$ cat src/rtl/core/wmah_pkg.sv
// ============================================================================
// wmah_pkg
// Shared types, constants and the rounding helper for the weighted moving
// average block.
// ============================================================================
`default_nettype none

package wmah_pkg;

    // Widths fixed by the word format
    localparam int SAMPLE_W    = 16;
    localparam int PROD_W      = 2 * SAMPLE_W;
    localparam int MAX_TAPS    = 8;
    localparam int NUM_TAPS_DEF = 8;
    // Sum of up to MAX_TAPS full-scale products
    localparam int SUM_W       = PROD_W + $clog2(MAX_TAPS);
    localparam int FRAC_W      = 15;
    localparam int Q_W         = SUM_W - FRAC_W;

    // Config register map
    localparam int CFG_IDX_W   = 4;
    typedef logic [CFG_IDX_W-1:0] t_cfg_idx;
    localparam t_cfg_idx REG_WEIGHT_0 = t_cfg_idx'(0);

    localparam logic signed [SAMPLE_W-1:0] WEIGHT_RST = SAMPLE_W'(4096);

    typedef logic signed [SAMPLE_W-1:0] t_sample;
    typedef logic signed [SUM_W-1:0]    t_sum;

    // Control from the sequencer to the cell row
    typedef struct packed {
        logic    shift;
        t_sample sample;
    } t_chain_ctl;

    // Status from the cell row back to the sequencer
    typedef struct packed {
        t_sample newest;
        t_sum    sum;
    } t_chain_sts;

    // Q1.15 round half up, then clamp to the sample range
    function automatic t_sample round_sat(input t_sum sum);
        t_sum                      biased;
        logic signed [Q_W-1:0]     q;
        logic signed [Q_W-1:0]     q_max;
        logic signed [Q_W-1:0]     q_min;
        t_sample                   res;
        q_max  = Q_W'(32767);
        q_min  = -Q_W'(32768);
        biased = sum + SUM_W'(1 << (FRAC_W - 1));
        q      = Q_W'(biased >>> FRAC_W);
        if (q > q_max) begin
            res = SAMPLE_W'(32767);
        end else if (q < q_min) begin
            res = -SAMPLE_W'(32768);
        end else begin
            res = q[SAMPLE_W-1:0];
        end
        return res;
    endfunction

endpackage

`default_nettype wire

$ cat src/rtl/core/wmah_cell.sv
// ============================================================================
// wmah_cell
// One tap: holds a sample and its weight, registers the product and adds it
// to the partial sum coming from the older neighbor.
// ============================================================================
`default_nettype none

module wmah_cell (
    input  wire logic                 i_clk,
    input  wire logic                 i_rst_n,
    input  wire logic                 i_shift,
    input  wire wmah_pkg::t_sample    i_sample,
    output wmah_pkg::t_sample         o_sample,
    input  wire logic                 i_wt_we,
    input  wire wmah_pkg::t_sample    i_wt_data,
    input  wire wmah_pkg::t_sum       i_psum,
    output wmah_pkg::t_sum            o_psum
);

    wmah_pkg::t_sample                          r_sample;
    wmah_pkg::t_sample                          r_weight;
    logic signed [wmah_pkg::PROD_W-1:0]         r_prod;
    wmah_pkg::t_sum                             r_psum;
    wmah_pkg::t_sum                             n_psum;

    always_ff @(posedge i_clk) begin
        if (!i_rst_n) begin
            r_weight <= wmah_pkg::WEIGHT_RST;
        end else if (i_wt_we) begin
            r_weight <= i_wt_data;
        end
    end

    always_ff @(posedge i_clk) begin
        if (i_shift) begin
            r_sample <= i_sample;
        end
    end

    // sign-extend the product before adding
    assign n_psum = i_psum + {{(wmah_pkg::SUM_W - wmah_pkg::PROD_W){r_prod[wmah_pkg::PROD_W-1]}},
                              r_prod};

    always_ff @(posedge i_clk) begin
        r_prod <= r_sample * r_weight;
        r_psum <= n_psum;
    end

    assign o_sample = r_sample;
    assign o_psum   = r_psum;

endmodule

`default_nettype wire

$ cat config.mk
export PLATFORM = sky130hd
export DESIGN_NAME = wmah_cell
export DESIGN_NICKNAME = d
export VERILOG_FILES = /design/src/rtl/core/wmah_pkg.sv /design/src/rtl/core/wmah_cell.sv
export SDC_FILE = /design/constraint.sdc
export NUM_CORES = 1
export LEC_CHECK = 0
export ABC_AREA = 0
export BUFFER_PORTS_ARGS = -buffer_cell sky130_fd_sc_hd__buf_2
export CAP_MARGIN = 20
export CORE_UTILIZATION = 45
export DETAILED_ROUTE_END_ITERATION = 16
export HOLD_SLACK_MARGIN = 0.06
export PLACE_DENSITY = 0.75
export SLEW_MARGIN = 0
export SYNTH_ARGS = -nofsm -noshare
export SYNTH_HDL_FRONTEND = slang
export SYNTH_SLANG_ARGS = --single-unit
$ cat constraint.sdc
create_clock -name i_clk -period 6.2 [get_ports i_clk]
set_input_delay 0 -clock i_clk [delete_from_list [all_inputs] [get_ports i_clk]]
set_output_delay 0 -clock i_clk [all_outputs]
set_load 0.03 [all_outputs]
==> results.md <==
- Outcome: finished clean
- Vias per cell: 5.00
- Most frequent cells in the layout: inv_1 (325), fa_1 (262), nand2_1 (144)
- Initial drt markers: 531
- Antenna violations before repair: 0
- Hold Vio Cnt, Final: 0
- Fin nets: approximately 2100
- Worst Hold Class: in -> reg
- Die ar.: roughly 32000 sq um
- DRT Pass-1 Iters: 5
- Fin Setup TNS: 0 ps
- Commonest non-fill, non-tap cell in the layout: inv_1
- Synth area leader: fa_1
- Worst flop-to-flop path startpoint: o_sample[7]$_DFFE_PP_
- Worst setup margin: 234 ps
- WL per Instance: 15.8 microns
- Routed Antenna Nets: 0
- Max Cap Viol: 0
- Clock skew: about 12 ps
- Fillers: 2685
- Setup WS pre-CTS: roughly 17 ps
- Post-Syn Instances: 1462
- Ys Warns: 0
- Routability cong.: between 0.8 and 0.9
- I/O pins: 122
- Crit-path max FO: 5
- Number of global-route vias before repair: around 11000
- Clk_lat worst skew: between 300 and 400 ps
- Post-synth ARST share: 0%
- Post-synth EDFFs: 16
- WS Path Type: reg -> reg
- TritonCTS clock tree: done
- Static Leakage: between 8 and 9 nW
- Die X: 178 microns
- Core area: 30500 sq um
- Max Root-Sink Buffers: 2
- Net Count, Synth: ~1900
- Count of cell types in the netlist: between 50 and 60
- Minimum clock period after layout: 5970 ps
- Max_slew headroom: 59.3%
- Synth top area share: approximately 38%
- GRT Util Overall: a little under a quarter
- Synth Flop Type: dfxtp_1
- Initial Util: 45.7%
- Clock transition at path regs: 80 ps
- Layout cells sized above 1: 13.1%
- Buffers on Ports: between 100 and 150
- CTS Buf Count: 9
- Crit path launch: o_sample[7]$_DFFE_PP_
- Finish-stage setup viols: 0
- Worst-margin pin slew: 609 ps
- Post-Syn Area: approximately 14000 sq um
- WL final: 32.8 mm
- Sequential share of the synthesized area: 15.4%
- Peak VDD IR: 0.383 mV
- # DRC: 0
- Startpoint class of the critical path: register
- Synthesis-to-finish area growth: 17.7%
- Final Slew Violations: 0
- Synth top area cells: fa_1 (38%), dfxtp_1 (12%), ha_1 (10%)
- Fin crit share: 96.2%
- Row cnt: 64
- Power density over the cells: roughly 420 nW/um^2
- WP data arrival: 6260 ps
- GR Overflow Total: 0
- Htree depth: 3
- Hold Crit Start: i_shift
- First-pass GRT wire length: 55.1 mm
- Yosys reg bits: 99
- TritonCTS Sinks: 99
- Fmax: approximately 170 MHz
- Antenna Cells: 0
- CP Data Required Time: roughly 6500 ps
- Die Span Y: 178 microns
- Pin count of the biggest net entering global routing: 18
- Crit. End Element: register
- Via count: 10421
- Clk Tree Root Cell: clkbuf_16
- Avg Cell Area, Syn: about 9.5 sq um
- HPWL after detailed placement: roughly 27 mm
==> sequential cells by signal, summed over array words and instances (netlist names) <==
signal    count
o_psum       35
r_weight     16
r_prod       32
o_sample     16
==> synthesized netlist by cell type (4+ instances only) <==
| cell | instances |
|---|---|
| xor2_1 | 15 |
| nand2b_1 | 12 |
| nor3_1 | 10 |
| inv_1 | 325 |
| a31oi_1 | 4 |
| and2_1 | 123 |
| edfxtp_1 | 16 |
| ha_1 | 116 |
| o21a_1 | 4 |
| dfxtp_1 | 83 |
| a211oi_1 | 5 |
| o21ai_0 | 26 |
| xnor2_1 | 49 |
| nor2b_1 | 18 |
| o21bai_1 | 9 |
| nand2_1 | 145 |
| nor2_1 | 45 |
| nand3_1 | 15 |
| a21oi_1 | 45 |
| fa_1 | 263 |
| a21o_1 | 25 |
| clkbuf_1 | 37 |
| mux2i_1 | 17 |
==> report_power, final <==
part / total [mW] / internal (mW) / leakage [nW] / switching (mW)
combinational: 5.22 / 2.22 / 7.27 / 3.00
sequential: 1.04 / 0.947 / 0.856 / 0.0962
clock: 0.637 / 0.357 / 0.154 / 0.280
total: 6.90 / 3.53 / 8.28 / 3.37
==> cells by family (layout without fill, tap and decap cells) <==
logic type / after synthesis / in the layout / synth area share (%)
simple gates: 387 / 387 / 13.9
mux: 18 / 18 / 1.30
xor+xnor: 64 / 64 / 4.02
buf+inv: 362 / 588 / 9.75
flops: 99 / 99 / 15.4
fa+ha+maj: 379 / 379 / 48.2
compound gates: 153 / 153 / 7.42
==> worst max-delay path, cell delays in order, from the launching register on <==
cell	delay (ps)
edfxtp_1	460
buf_4	190
and2_1	170
fa_1	530
inv_1	50
fa_1	450
fa_1	510
fa_1	560
inv_1	50
fa_1	490
fa_1	430
ha_1	330
a21o_1	210
a21o_1	170
a21oi_1	170
o22ai_1	110
a311oi_1	340
o21bai_1	150
a21o_1	190
a21oi_1	170
xnor2_1	150
==> worst paths after layout <==
path	end	slack [ps]	depth (start not counted)
max	r_prod[18]$_DFF_P_	230	20
min	o_sample[8]$_DFFE_PP_	80	1
max reg2reg	r_prod[18]$_DFF_P_	230	20
min reg2reg	o_psum[0]$_DFF_P_	470	1
==> cell type report <==
class                   instances  area (sq um)  share of cell area, %
well taps                     396           495                   3.02
multi-input cells            1001         10500                   63.8
repair buffers                247          1740                   10.6
clock inverters                 7           100                  0.611
clock buffers                   9           225                   1.37
inverters                     325          1220                   7.44
flip-flops and latches         99          2150                   13.1
==> what timing repair did <==
action,4_1_cts,5_1_grt
setup endpoints to repair,1,9
endpoints found under the hold margin,55,0
setup buffers,3,8
pin swaps,0,3
hold buffers,71,0
cloned,0,0
resized for setup,0,16
==> per-layer routing <==
layer | vias up | global-route usage [%] | routed length, microns
met1 | 5170 | 28.1 | 13700
li1 | 4903 | - | -
met4 | 0 | 8.37 | 975
met5 | - | 0 | 0
met2 | 284 | 39.5 | 16500
met3 | 64 | 3.30 | 1590
==> through the flow <==
step	utilization (%)	cells	area, sq um	power, mW	hold slack, ps
floorplan	-	1462	13900	4.95	98.9
global placement	49.9	1986	15200	6.03	177
detailed placement	49.9	1986	15200	6.18	178
CTS	53.4	2076	16300	6.89	62.8
global route	53.7	2084	16400	7.66	84.1
finish	53.7	2084	16400	6.90	80.5
Power figures use the tool's default switching activity.
