$ cat config.mk
export PLATFORM = sky130hd
export DESIGN_NAME = wmah_ctrl
export DESIGN_NICKNAME = d
export VERILOG_FILES = /design/src/rtl/core/wmah_pkg.sv /design/src/rtl/core/wmah_ctrl.sv
export SDC_FILE = /design/constraint.sdc
export NUM_CORES = 1
export LEC_CHECK = 0
export BUFFER_PORTS_ARGS = -buffer_cell sky130_fd_sc_hd__buf_2
export CORE_ASPECT_RATIO = 1.75
export CORE_MARGIN = 2
export CORE_UTILIZATION = 47
export CTS_CLUSTER_SIZE = 25
export DETAILED_ROUTE_END_ITERATION = 7
export PLACE_DENSITY = 0.76
export SYNTH_ARGS = -nofsm -noshare
export SYNTH_HDL_FRONTEND = slang
export SYNTH_SLANG_ARGS = --single-unit
$ cat constraint.sdc
create_clock -name i_clk -period 2.8 [get_ports i_clk]
set_input_delay 0.56 -clock i_clk [delete_from_list [all_inputs] [get_ports i_clk]]
set_output_delay 0.56 -clock i_clk [all_outputs]
set_load 0.02 [all_outputs]
$ cat src/rtl/core/wmah_pkg.sv
// ============================================================================
// wmah_pkg
// Shared types, constants and the rounding helper for the weighted moving
// average block.
// ============================================================================
`default_nettype none

package wmah_pkg;

    // Widths fixed by the word format
    localparam int SAMPLE_W    = 16;
    localparam int PROD_W      = 2 * SAMPLE_W;
    localparam int MAX_TAPS    = 8;
    localparam int NUM_TAPS_DEF = 8;
    // Sum of up to MAX_TAPS full-scale products
    localparam int SUM_W       = PROD_W + $clog2(MAX_TAPS);
    localparam int FRAC_W      = 15;
    localparam int Q_W         = SUM_W - FRAC_W;

    // Config register map
    localparam int CFG_IDX_W   = 4;
    typedef logic [CFG_IDX_W-1:0] t_cfg_idx;
    localparam t_cfg_idx REG_WEIGHT_0 = t_cfg_idx'(0);

    localparam logic signed [SAMPLE_W-1:0] WEIGHT_RST = SAMPLE_W'(4096);

    typedef logic signed [SAMPLE_W-1:0] t_sample;
    typedef logic signed [SUM_W-1:0]    t_sum;

    // Control from the sequencer to the cell row
    typedef struct packed {
        logic    shift;
        t_sample sample;
    } t_chain_ctl;

    // Status from the cell row back to the sequencer
    typedef struct packed {
        t_sample newest;
        t_sum    sum;
    } t_chain_sts;

    // Q1.15 round half up, then clamp to the sample range
    function automatic t_sample round_sat(input t_sum sum);
        t_sum                      biased;
        logic signed [Q_W-1:0]     q;
        logic signed [Q_W-1:0]     q_max;
        logic signed [Q_W-1:0]     q_min;
        t_sample                   res;
        q_max  = Q_W'(32767);
        q_min  = -Q_W'(32768);
        biased = sum + SUM_W'(1 << (FRAC_W - 1));
        q      = Q_W'(biased >>> FRAC_W);
        if (q > q_max) begin
            res = SAMPLE_W'(32767);
        end else if (q < q_min) begin
            res = -SAMPLE_W'(32768);
        end else begin
            res = q[SAMPLE_W-1:0];
        end
        return res;
    endfunction

endpackage

`default_nettype wire

$ cat src/rtl/core/wmah_ctrl.sv
// ============================================================================
// wmah_ctrl
// Sequencer: input handshake, fill count, wait for the sum wavefront,
// output register.
// ============================================================================
`default_nettype none

module wmah_ctrl #(
    parameter int NUM_TAPS = wmah_pkg::NUM_TAPS_DEF
) (
    input  wire logic                   i_clk,
    input  wire logic                   i_rst_n,
    input  wire logic                   i_in_valid,
    output logic                        o_in_stall,
    input  wire wmah_pkg::t_sample      i_sample_in,
    output wmah_pkg::t_chain_ctl        o_ctl,
    input  wire wmah_pkg::t_chain_sts   i_sts,
    output logic                        o_out_valid,
    input  wire logic                   i_out_stall,
    output wmah_pkg::t_sample           o_estimate,
    output logic                        o_history_full
);

    localparam int FILL_W = $clog2(NUM_TAPS + 1);
    localparam int CNT_W  = $clog2(NUM_TAPS + 2);
    localparam logic [FILL_W-1:0] FILL_FULL = FILL_W'(NUM_TAPS);
    localparam logic [CNT_W-1:0]  CNT_LAST  = CNT_W'(NUM_TAPS + 1);

    typedef enum logic [2:0] {
        ST_IDLE = 3'b001,
        ST_CALC = 3'b010,
        ST_WAIT = 3'b100
    } t_state;

    t_state                 r_state, n_state;
    logic [FILL_W-1:0]      r_fill, n_fill;
    logic [CNT_W-1:0]       r_cnt, n_cnt;
    wmah_pkg::t_sample      r_res, n_res;
    logic                   r_res_full, n_res_full;
    logic                   r_out_valid, n_out_valid;
    wmah_pkg::t_sample      r_out_est, n_out_est;
    logic                   r_out_full, n_out_full;
    logic                   accept;
    logic                   shift;

    assign accept = (r_state == ST_IDLE) && i_in_valid;

    always_comb begin
        n_state     = r_state;
        n_fill      = r_fill;
        n_cnt       = r_cnt;
        n_res       = r_res;
        n_res_full  = r_res_full;
        n_out_valid = r_out_valid;
        n_out_est   = r_out_est;
        n_out_full  = r_out_full;
        shift       = 1'b0;

        if (r_out_valid && !i_out_stall) begin
            n_out_valid = 1'b0;
        end

        case (r_state)
            ST_IDLE: begin
                if (i_in_valid) begin
                    if (r_fill != FILL_FULL) begin
                        // warm-up: append and pass through
                        shift      = 1'b1;
                        n_fill     = r_fill + FILL_W'(1);
                        n_res      = i_sample_in;
                        n_res_full = (n_fill == FILL_FULL);
                        n_state    = ST_WAIT;
                    end else if (i_sample_in == '0) begin
                        // not visible: hold newest sample
                        n_res      = i_sts.newest;
                        n_res_full = 1'b1;
                        n_state    = ST_WAIT;
                    end else begin
                        shift      = 1'b1;
                        n_res_full = 1'b1;
                        n_cnt      = '0;
                        n_state    = ST_CALC;
                    end
                end
            end
            ST_CALC: begin
                n_cnt = r_cnt + CNT_W'(1);
                if (r_cnt == CNT_LAST) begin
                    n_res   = wmah_pkg::round_sat(i_sts.sum);
                    n_state = ST_WAIT;
                end
            end
            ST_WAIT: begin
                if (!r_out_valid || !i_out_stall) begin
                    n_out_valid = 1'b1;
                    n_out_est   = r_res;
                    n_out_full  = r_res_full;
                    n_state     = ST_IDLE;
                end
            end
            default: begin
                n_state = ST_IDLE;
            end
        endcase
    end

    always_ff @(posedge i_clk) begin
        if (!i_rst_n) begin
            r_state     <= ST_IDLE;
            r_fill      <= '0;
            r_out_valid <= 1'b0;
        end else begin
            r_state     <= n_state;
            r_fill      <= n_fill;
            r_out_valid <= n_out_valid;
        end
    end

    always_ff @(posedge i_clk) begin
        r_cnt      <= n_cnt;
        r_res      <= n_res;
        r_res_full <= n_res_full;
        r_out_est  <= n_out_est;
        r_out_full <= n_out_full;
    end

    assign o_in_stall     = (r_state != ST_IDLE);
    assign o_ctl.shift    = shift;
    assign o_ctl.sample   = i_sample_in;
    assign o_out_valid    = r_out_valid;
    assign o_estimate     = r_out_est;
    assign o_history_full = r_out_full;

    // ------------------------------------------------------------------------
    a_fill_range: assert property (@(posedge i_clk) disable iff (!i_rst_n)
        r_fill <= FILL_FULL)
        else $error("fill count beyond tap count");

    a_fill_on_accept: assert property (@(posedge i_clk) disable iff (!i_rst_n)
        (r_fill != $past(r_fill)) |-> $past(accept))
        else $error("fill count moved without an accepted word");

    a_calc_full: assert property (@(posedge i_clk) disable iff (!i_rst_n)
        (r_state == ST_CALC) |-> (r_fill == FILL_FULL))
        else $error("filter sum started before history full");

    a_shift_accept: assert property (@(posedge i_clk) disable iff (!i_rst_n)
        shift |-> accept)
        else $error("history shifted without an accepted word");

endmodule

`default_nettype wire

==> flow_summary.toml, run 1 <==
[clocking]
cts_post_setup_buffers_inserted = 0
cts_num_sinks = 46
clkSlewWorstSetupHoldPaths_ns = 0.08
tritoncts = "done"
cts_root_buf = "clkbuf_8"
clockBufferDepth = 2
cts-htree-levels = 2
clk_latency_ns = 0.29
cts_repair_resize_count = 0
tritoncts.num_buffers = 5
hold_buffers_post_cts = 0

[synthesis]
yosysSeqAreaShare = 0.4372
ys_top_cells_by_area = "edfxtp_1 38%, nand2_1 7.2%, dfxtp_1 5.4%, nand3_1 4.7%, buf_4 4.3%"
syn-num-nets = 383
post_synth.cell_area_avg_um2 = 9.696
synth-edff-count = 38
synth.distinct_cells = 54
synth.top_cell.area_share = 0.3834
synth_cells = 307
synth-async-reset-ratio = 0
synth_largest_area_cell = "edfxtp_1"
syn_area_um2 = 2977
synth_top_flop_cell = "edfxtp_1"
yosys_warnings = 0
ys_ff_latch = 46

[layout]
layoutNonFillerInstCount = 466
fraction_of_final_layout_cells_with_drive_strength_greater_than_1 = 0.3472
fillers = 575
sequential_cell_area_um2 = 1301
multiInputGateArea_um2 = 1483
nNetsFinal = 461
layout-area-overhead-vs-synth_pct = 17.28
antenna_cells_inserted = 0

[power_and_ir_drop]
power.leakage_nw = 1.388
peak_supply_drop_mv = 0.2371
power_density_nw_per_um2 = 402.1
power.total_w = 0.001404

[job]
drv.max_cap_violation_count = 0

[route]
ant_nets = 0
dr_total_vias = 2582
detail_route.vias_per_cell = 5.541
dr_drc_count = 0
number_of_violations_reported_at_the_end_of_detailed_routing_iteration_0 = 116
first_pass_iters = 4
route.detailed.wl_per_inst_um = 14.52
drt-total-wl_um = 6765

[placement]
dpl.cell_count = 458
dp_hpwl_um = 5631
port_buffers = 92
dp_worst_setup_slack_ns = 0.2224
gp_congestion = 0.9190

[die]
num_io_pins = 107
die-height_um = 109.3
chipWidth_um = 64.16
die_area_um2 = 7011
floorplan.rows = 38
initial_utilization = 0.4816
floorplan.core_area_um2 = 6181

[min_path]
startpoint_of_the_lowest_slack_hold_path = "r_res[8]$_DFFE_PP_"
capture_endpoint_of_the_worst_hold_path = "o_estimate[8]$_DFFE_PP_"
hold_class = "flop to flop"
worstHoldPathCells = 0

[timing]
hold_viol_final = 0
timing.clock.skew_ns = 0.007097
timing.setup.tns_ns = 0
layout_worst_path_cycle_share = 0.8675
grt_setup_unrepaired = "false"
tightestPinTransition_ns = 0.6567
max_freq_mhz = 411.7
slew_violations = 0
timing.slew.headroom = 0.5622
setup_slack_ns = 0.3710
final.min_clock_period_ns = 2.429
finalSetupViolCount = 0
worst_hold_slack_ns = 0.4191

[setup_path]
worst_ep_required_time_ns = 2.74
critical_path_class = "flop to flop"
critical_path_sink_type = "flop"
r2r_slack_ns = 0.37
crit-reg2reg-launch = "r_fill[0]$_SDFFE_PN0P_"
worstSetupStartpointType = "flop"
worstRegToRegCells = 6
worstReg2RegEnd = "r_cnt[3]$_SDFFCE_PN0P_"
worst-endpoint-arrival_ns = 2.37
cp_max_fo = 17

[global_route]
number_of_antenna_violations_at_the_first_check_in_global_routing = 0
gr-total-overflow = 0
vias_in_the_first_global_route = 2470
wire_length_of_the_first_global_routing_pass_um = 11000
grt_start_max_net_pins = 20
groute.usage.overall = 0.2022

[status]
run_status = "complete, no violations"
layout make-up:
cell class	instances	area share
timing repair buffer	98	0.1448
multi-input combinational	231	0.4247
inverter	3	0.003226
sequential	46	0.3728
clock buffer	5	0.01971
tap	80	0.02867
clock inverter	3	0.006093
report_power, final:
part           switching [W]  internal (W)
clock network       0.000211      0.000175
logic               0.000141     0.0000954
registers          0.0000117      0.000769
layer usage:
layer | up-vias | GRT usage | wire (µm)
met3 | 12 | 0.01651 | 347
met5 | - | 0 | 0
li1 | 1266 | - | -
met2 | 104 | 0.3854 | 3681
met1 | 1200 | 0.2179 | 2485
met4 | 0 | 0.1049 | 250
kinds of logic (layout without fill, tap and decap cells):
group / count (synthesis) / after routing / share of synthesized area
buffers and inverters: 30 / 109 / 0.06473
flip-flops: 46 / 46 / 0.4372
XOR/XNOR: 20 / 20 / 0.06137
AND/OR/NAND/NOR: 164 / 164 / 0.2913
multiplexers: 1 / 1 / 0.003363
AO/OA/AOI/OAI: 41 / 41 / 0.1211
adder cells (fa/ha/maj): 5 / 5 / 0.02102
registers in the layout, indices dropped and copies added (netlist names):
signal / count
o_estimate: 16
r_res: 16
r_cnt: 4
r_fill: 4
r_state: 3
o_history_full: 1
o_out_valid: 1
r_res_full: 1
per-stage QoR:
step,instance area (µm²),util
after floorplan,2977,-
after global placement,3401,0.5502
after detailed placement,3401,0.5502
after CTS,3491,0.5648
after global routing,3491,0.5648
final,3491,0.5648
critical path: stages (launching register included):
cell and delay, ns:
dfxtp_1 0.37, inv_1 0.10, ha_1 0.14, nor2b_1 0.19
and2_1 0.58, nand4_1 0.25, a21oi_1 0.46
worst max path at each step:
stage,startpoint,endpoint,depth (start not counted)
CTS,r_fill[0]$_SDFFE_PN0P_,r_cnt[3]$_SDFFCE_PN0P_,6
detailed placement,i_sts[14],r_res[2]$_DFFE_PP_,8
global placement,i_sts[14],r_res[10]$_DFFE_PP_,8
global route,r_fill[0]$_SDFFE_PN0P_,r_cnt[3]$_SDFFCE_PN0P_,6
floorplan,i_sts[14],r_res[13]$_DFFE_PP_,7
finish,r_fill[0]$_SDFFE_PN0P_,r_cnt[3]$_SDFFCE_PN0P_,6
cell usage in the layout (no fill, tap or decap), drive strengths merged, types with 6 or more instances in the layout:
cell,instances
nor4,14
nand4,6
nor2,24
nand3,32
dfxtp,8
nand2,57
buf,98
xnor2,13
xor2,7
o21ai,9
o221ai,7
edfxtp,38
and3,11
synth_stat cells, types with 6 or more instances:
| master | n |
|---|---|
| nand4_1 | 6 |
| nor4_1 | 9 |
| nand2_1 | 57 |
| nand3_1 | 28 |
| o221ai_2 | 6 |
| xnor2_1 | 13 |
| nor2_1 | 23 |
| dfxtp_1 | 8 |
| buf_4 | 17 |
| xor2_1 | 6 |
| and3_1 | 11 |
| o21ai_0 | 8 |
| edfxtp_1 | 38 |
| clkbuf_1 | 7 |
No activity file was read; power rests on OpenSTA's default activity.
==> inputs of run 2 (changes only) <==
- RECOVER_POWER: default -> 50
==> flow_summary.toml, run 2 (synthesis gave the netlist of run 1 again) <==
[status]
run_status = "complete, no violations"

[global_route]
gr-total-overflow = 0
vias_in_the_first_global_route = 2470
number_of_antenna_violations_at_the_first_check_in_global_routing = 0
groute.usage.overall = 0.2022
grt_start_max_net_pins = 20
wire_length_of_the_first_global_routing_pass_um = 11000

[layout]
layout-area-overhead-vs-synth_pct = 15.85
nNetsFinal = 461
layoutNonFillerInstCount = 466
fraction_of_final_layout_cells_with_drive_strength_greater_than_1 = 0.2565
final_common_cell = "buf_2"
final_cell_mix = "58 x buf_2, 57 x nand2_1, 38 x edfxtp_1"
fillers = 597
stdcell_area_um2 = 3448
multiInputGateArea_um2 = 1483
antenna_cells_inserted = 0
sequential_cell_area_um2 = 1301

[clocking]
cts_num_sinks = 46
clockBufferDepth = 2
cts_repair_resize_count = 0
clkSlewWorstSetupHoldPaths_ns = 0.08
clk_latency_ns = 0.29
tritoncts = "done"
hold_buffers_post_cts = 0
tritoncts.num_buffers = 5
cts_root_buf = "clkbuf_8"
cts-htree-levels = 2
cts_post_setup_buffers_inserted = 0

[route]
drt-total-wl_um = 6797
dr_drc_count = 0
first_pass_iters = 4
route.detailed.wl_per_inst_um = 14.59
number_of_violations_reported_at_the_end_of_detailed_routing_iteration_0 = 131
dr_total_vias = 2574
detail_route.vias_per_cell = 5.524
ant_nets = 0

[setup_path]
critical_path_class = "flop to flop"
worstPathCellList = "inv_1 -> ha_1 -> nor2b_1 -> and2_1 -> nand4_1 -> a21oi_1"
worst-endpoint-arrival_ns = 2.38
critical_path_sink_type = "flop"
critical_path.slowest_cell = "and2_1"
cp.buffers_inverters = 1
cp_max_fo = 17
worstSetupStartpointType = "flop"
worst_path_largest_cell_delay_ns = 0.59
path_delay_family = "simple AND/OR/NAND/NOR gates"
worst_ep_required_time_ns = 2.74

[timing]
tightestPinTransition_ns = 0.9148
hold_viol_final = 0
slew_violations = 0
timing.clock.skew_ns = 0.006265
timing.setup.tns_ns = 0
layout_worst_path_cycle_share = 0.8720
worst_hold_slack_ns = 0.4193
timing.slew.headroom = 0.3902
grt_setup_unrepaired = "false"
max_freq_mhz = 409.6
final.min_clock_period_ns = 2.442
finalSetupViolCount = 0

[power_and_ir_drop]
p_comb_frac = 0.166
peak_supply_drop_mv = 0.2378
power.total_w = 0.001400
power.leakage_nw = 1.292
power_switching_w = 0.0003645
clkPwrFrac = 0.276
pwr-share-seq = 0.558
internal_power_w = 0.001036
power_density_nw_per_um2 = 406.0
switching_share = 0.2604

[placement]
gp_congestion = 0.9190
placed_cell_areas_um2 = 3401
dp_hpwl_um = 5631
dpl.cell_count = 458
port_buffers = 92

[die]
initial_utilization = 0.4816
die_area_um2 = 7011
floorplan.rows = 38
num_io_pins = 107
die-height_um = 109.3
floorplan.core_area_um2 = 6181
chipWidth_um = 64.16

[job]
drv.max_cap_violation_count = 0

[min_path]
hold_class = "flop to flop"
-- run 2: metal layers --
layer  share of wire  vias to the layer above  GRT usage
li1                -                     1269          -
met1            0.37                     1192     0.2179
met2            0.54                      101     0.3854
met3           0.056                       12    0.01651
met4           0.037                        0     0.1049
met5               0                        -          0
-- run 2: power by group through the flow --
| stage | sequential [W] | combinational (W) | clock, W |
|---|---|---|---|
| 5_1_grt | 0.000784 | 0.000257 | 0.000429 |
| 4_1_cts | 0.000781 | 0.000237 | 0.000400 |
| 2_1_floorplan | 0.000799 | 0.000144 | 0 |
| 6_report | 0.000781 | 0.000233 | 0.000386 |
| 3_5_place_dp | 0.000797 | 0.000236 | 0 |
| 3_3_place_gp | 0.000796 | 0.000231 | 0 |
-- run 2: path summary, 6_finish.rpt --
path | startpoint | endpoint | slack (ns) | depth (start not counted)
setup reg to reg | r_fill[0]$_SDFFE_PN0P_ | r_cnt[3]$_SDFFCE_PN0P_ | 0.36 | 6
hold reg to reg | r_res[8]$_DFFE_PP_ | o_estimate[8]$_DFFE_PP_ | 0.42 | 0
setup / recovery | r_fill[0]$_SDFFE_PN0P_ | r_cnt[3]$_SDFFCE_PN0P_ | 0.36 | 6
hold / removal | r_res[8]$_DFFE_PP_ | o_estimate[8]$_DFFE_PP_ | 0.42 | 0
-- run 2: final cells by class --
type	count	area share
multi-input combinational	231	0.4300
sequential	46	0.3774
timing repair buffer	98	0.1343
tap	80	0.02903
clock inverter	3	0.006168
clock buffer	5	0.01996
inverter	3	0.003266
-- run 2: through the flow --
stage | util | setup WS [ns]
after floorplan | - | 0.6102
after global placement | 0.5502 | 0.2923
final | 0.5579 | 0.3584
after CTS | 0.5648 | 0.3683
after detailed placement | 0.5502 | 0.2224
after global routing | 0.5579 | 0.2061
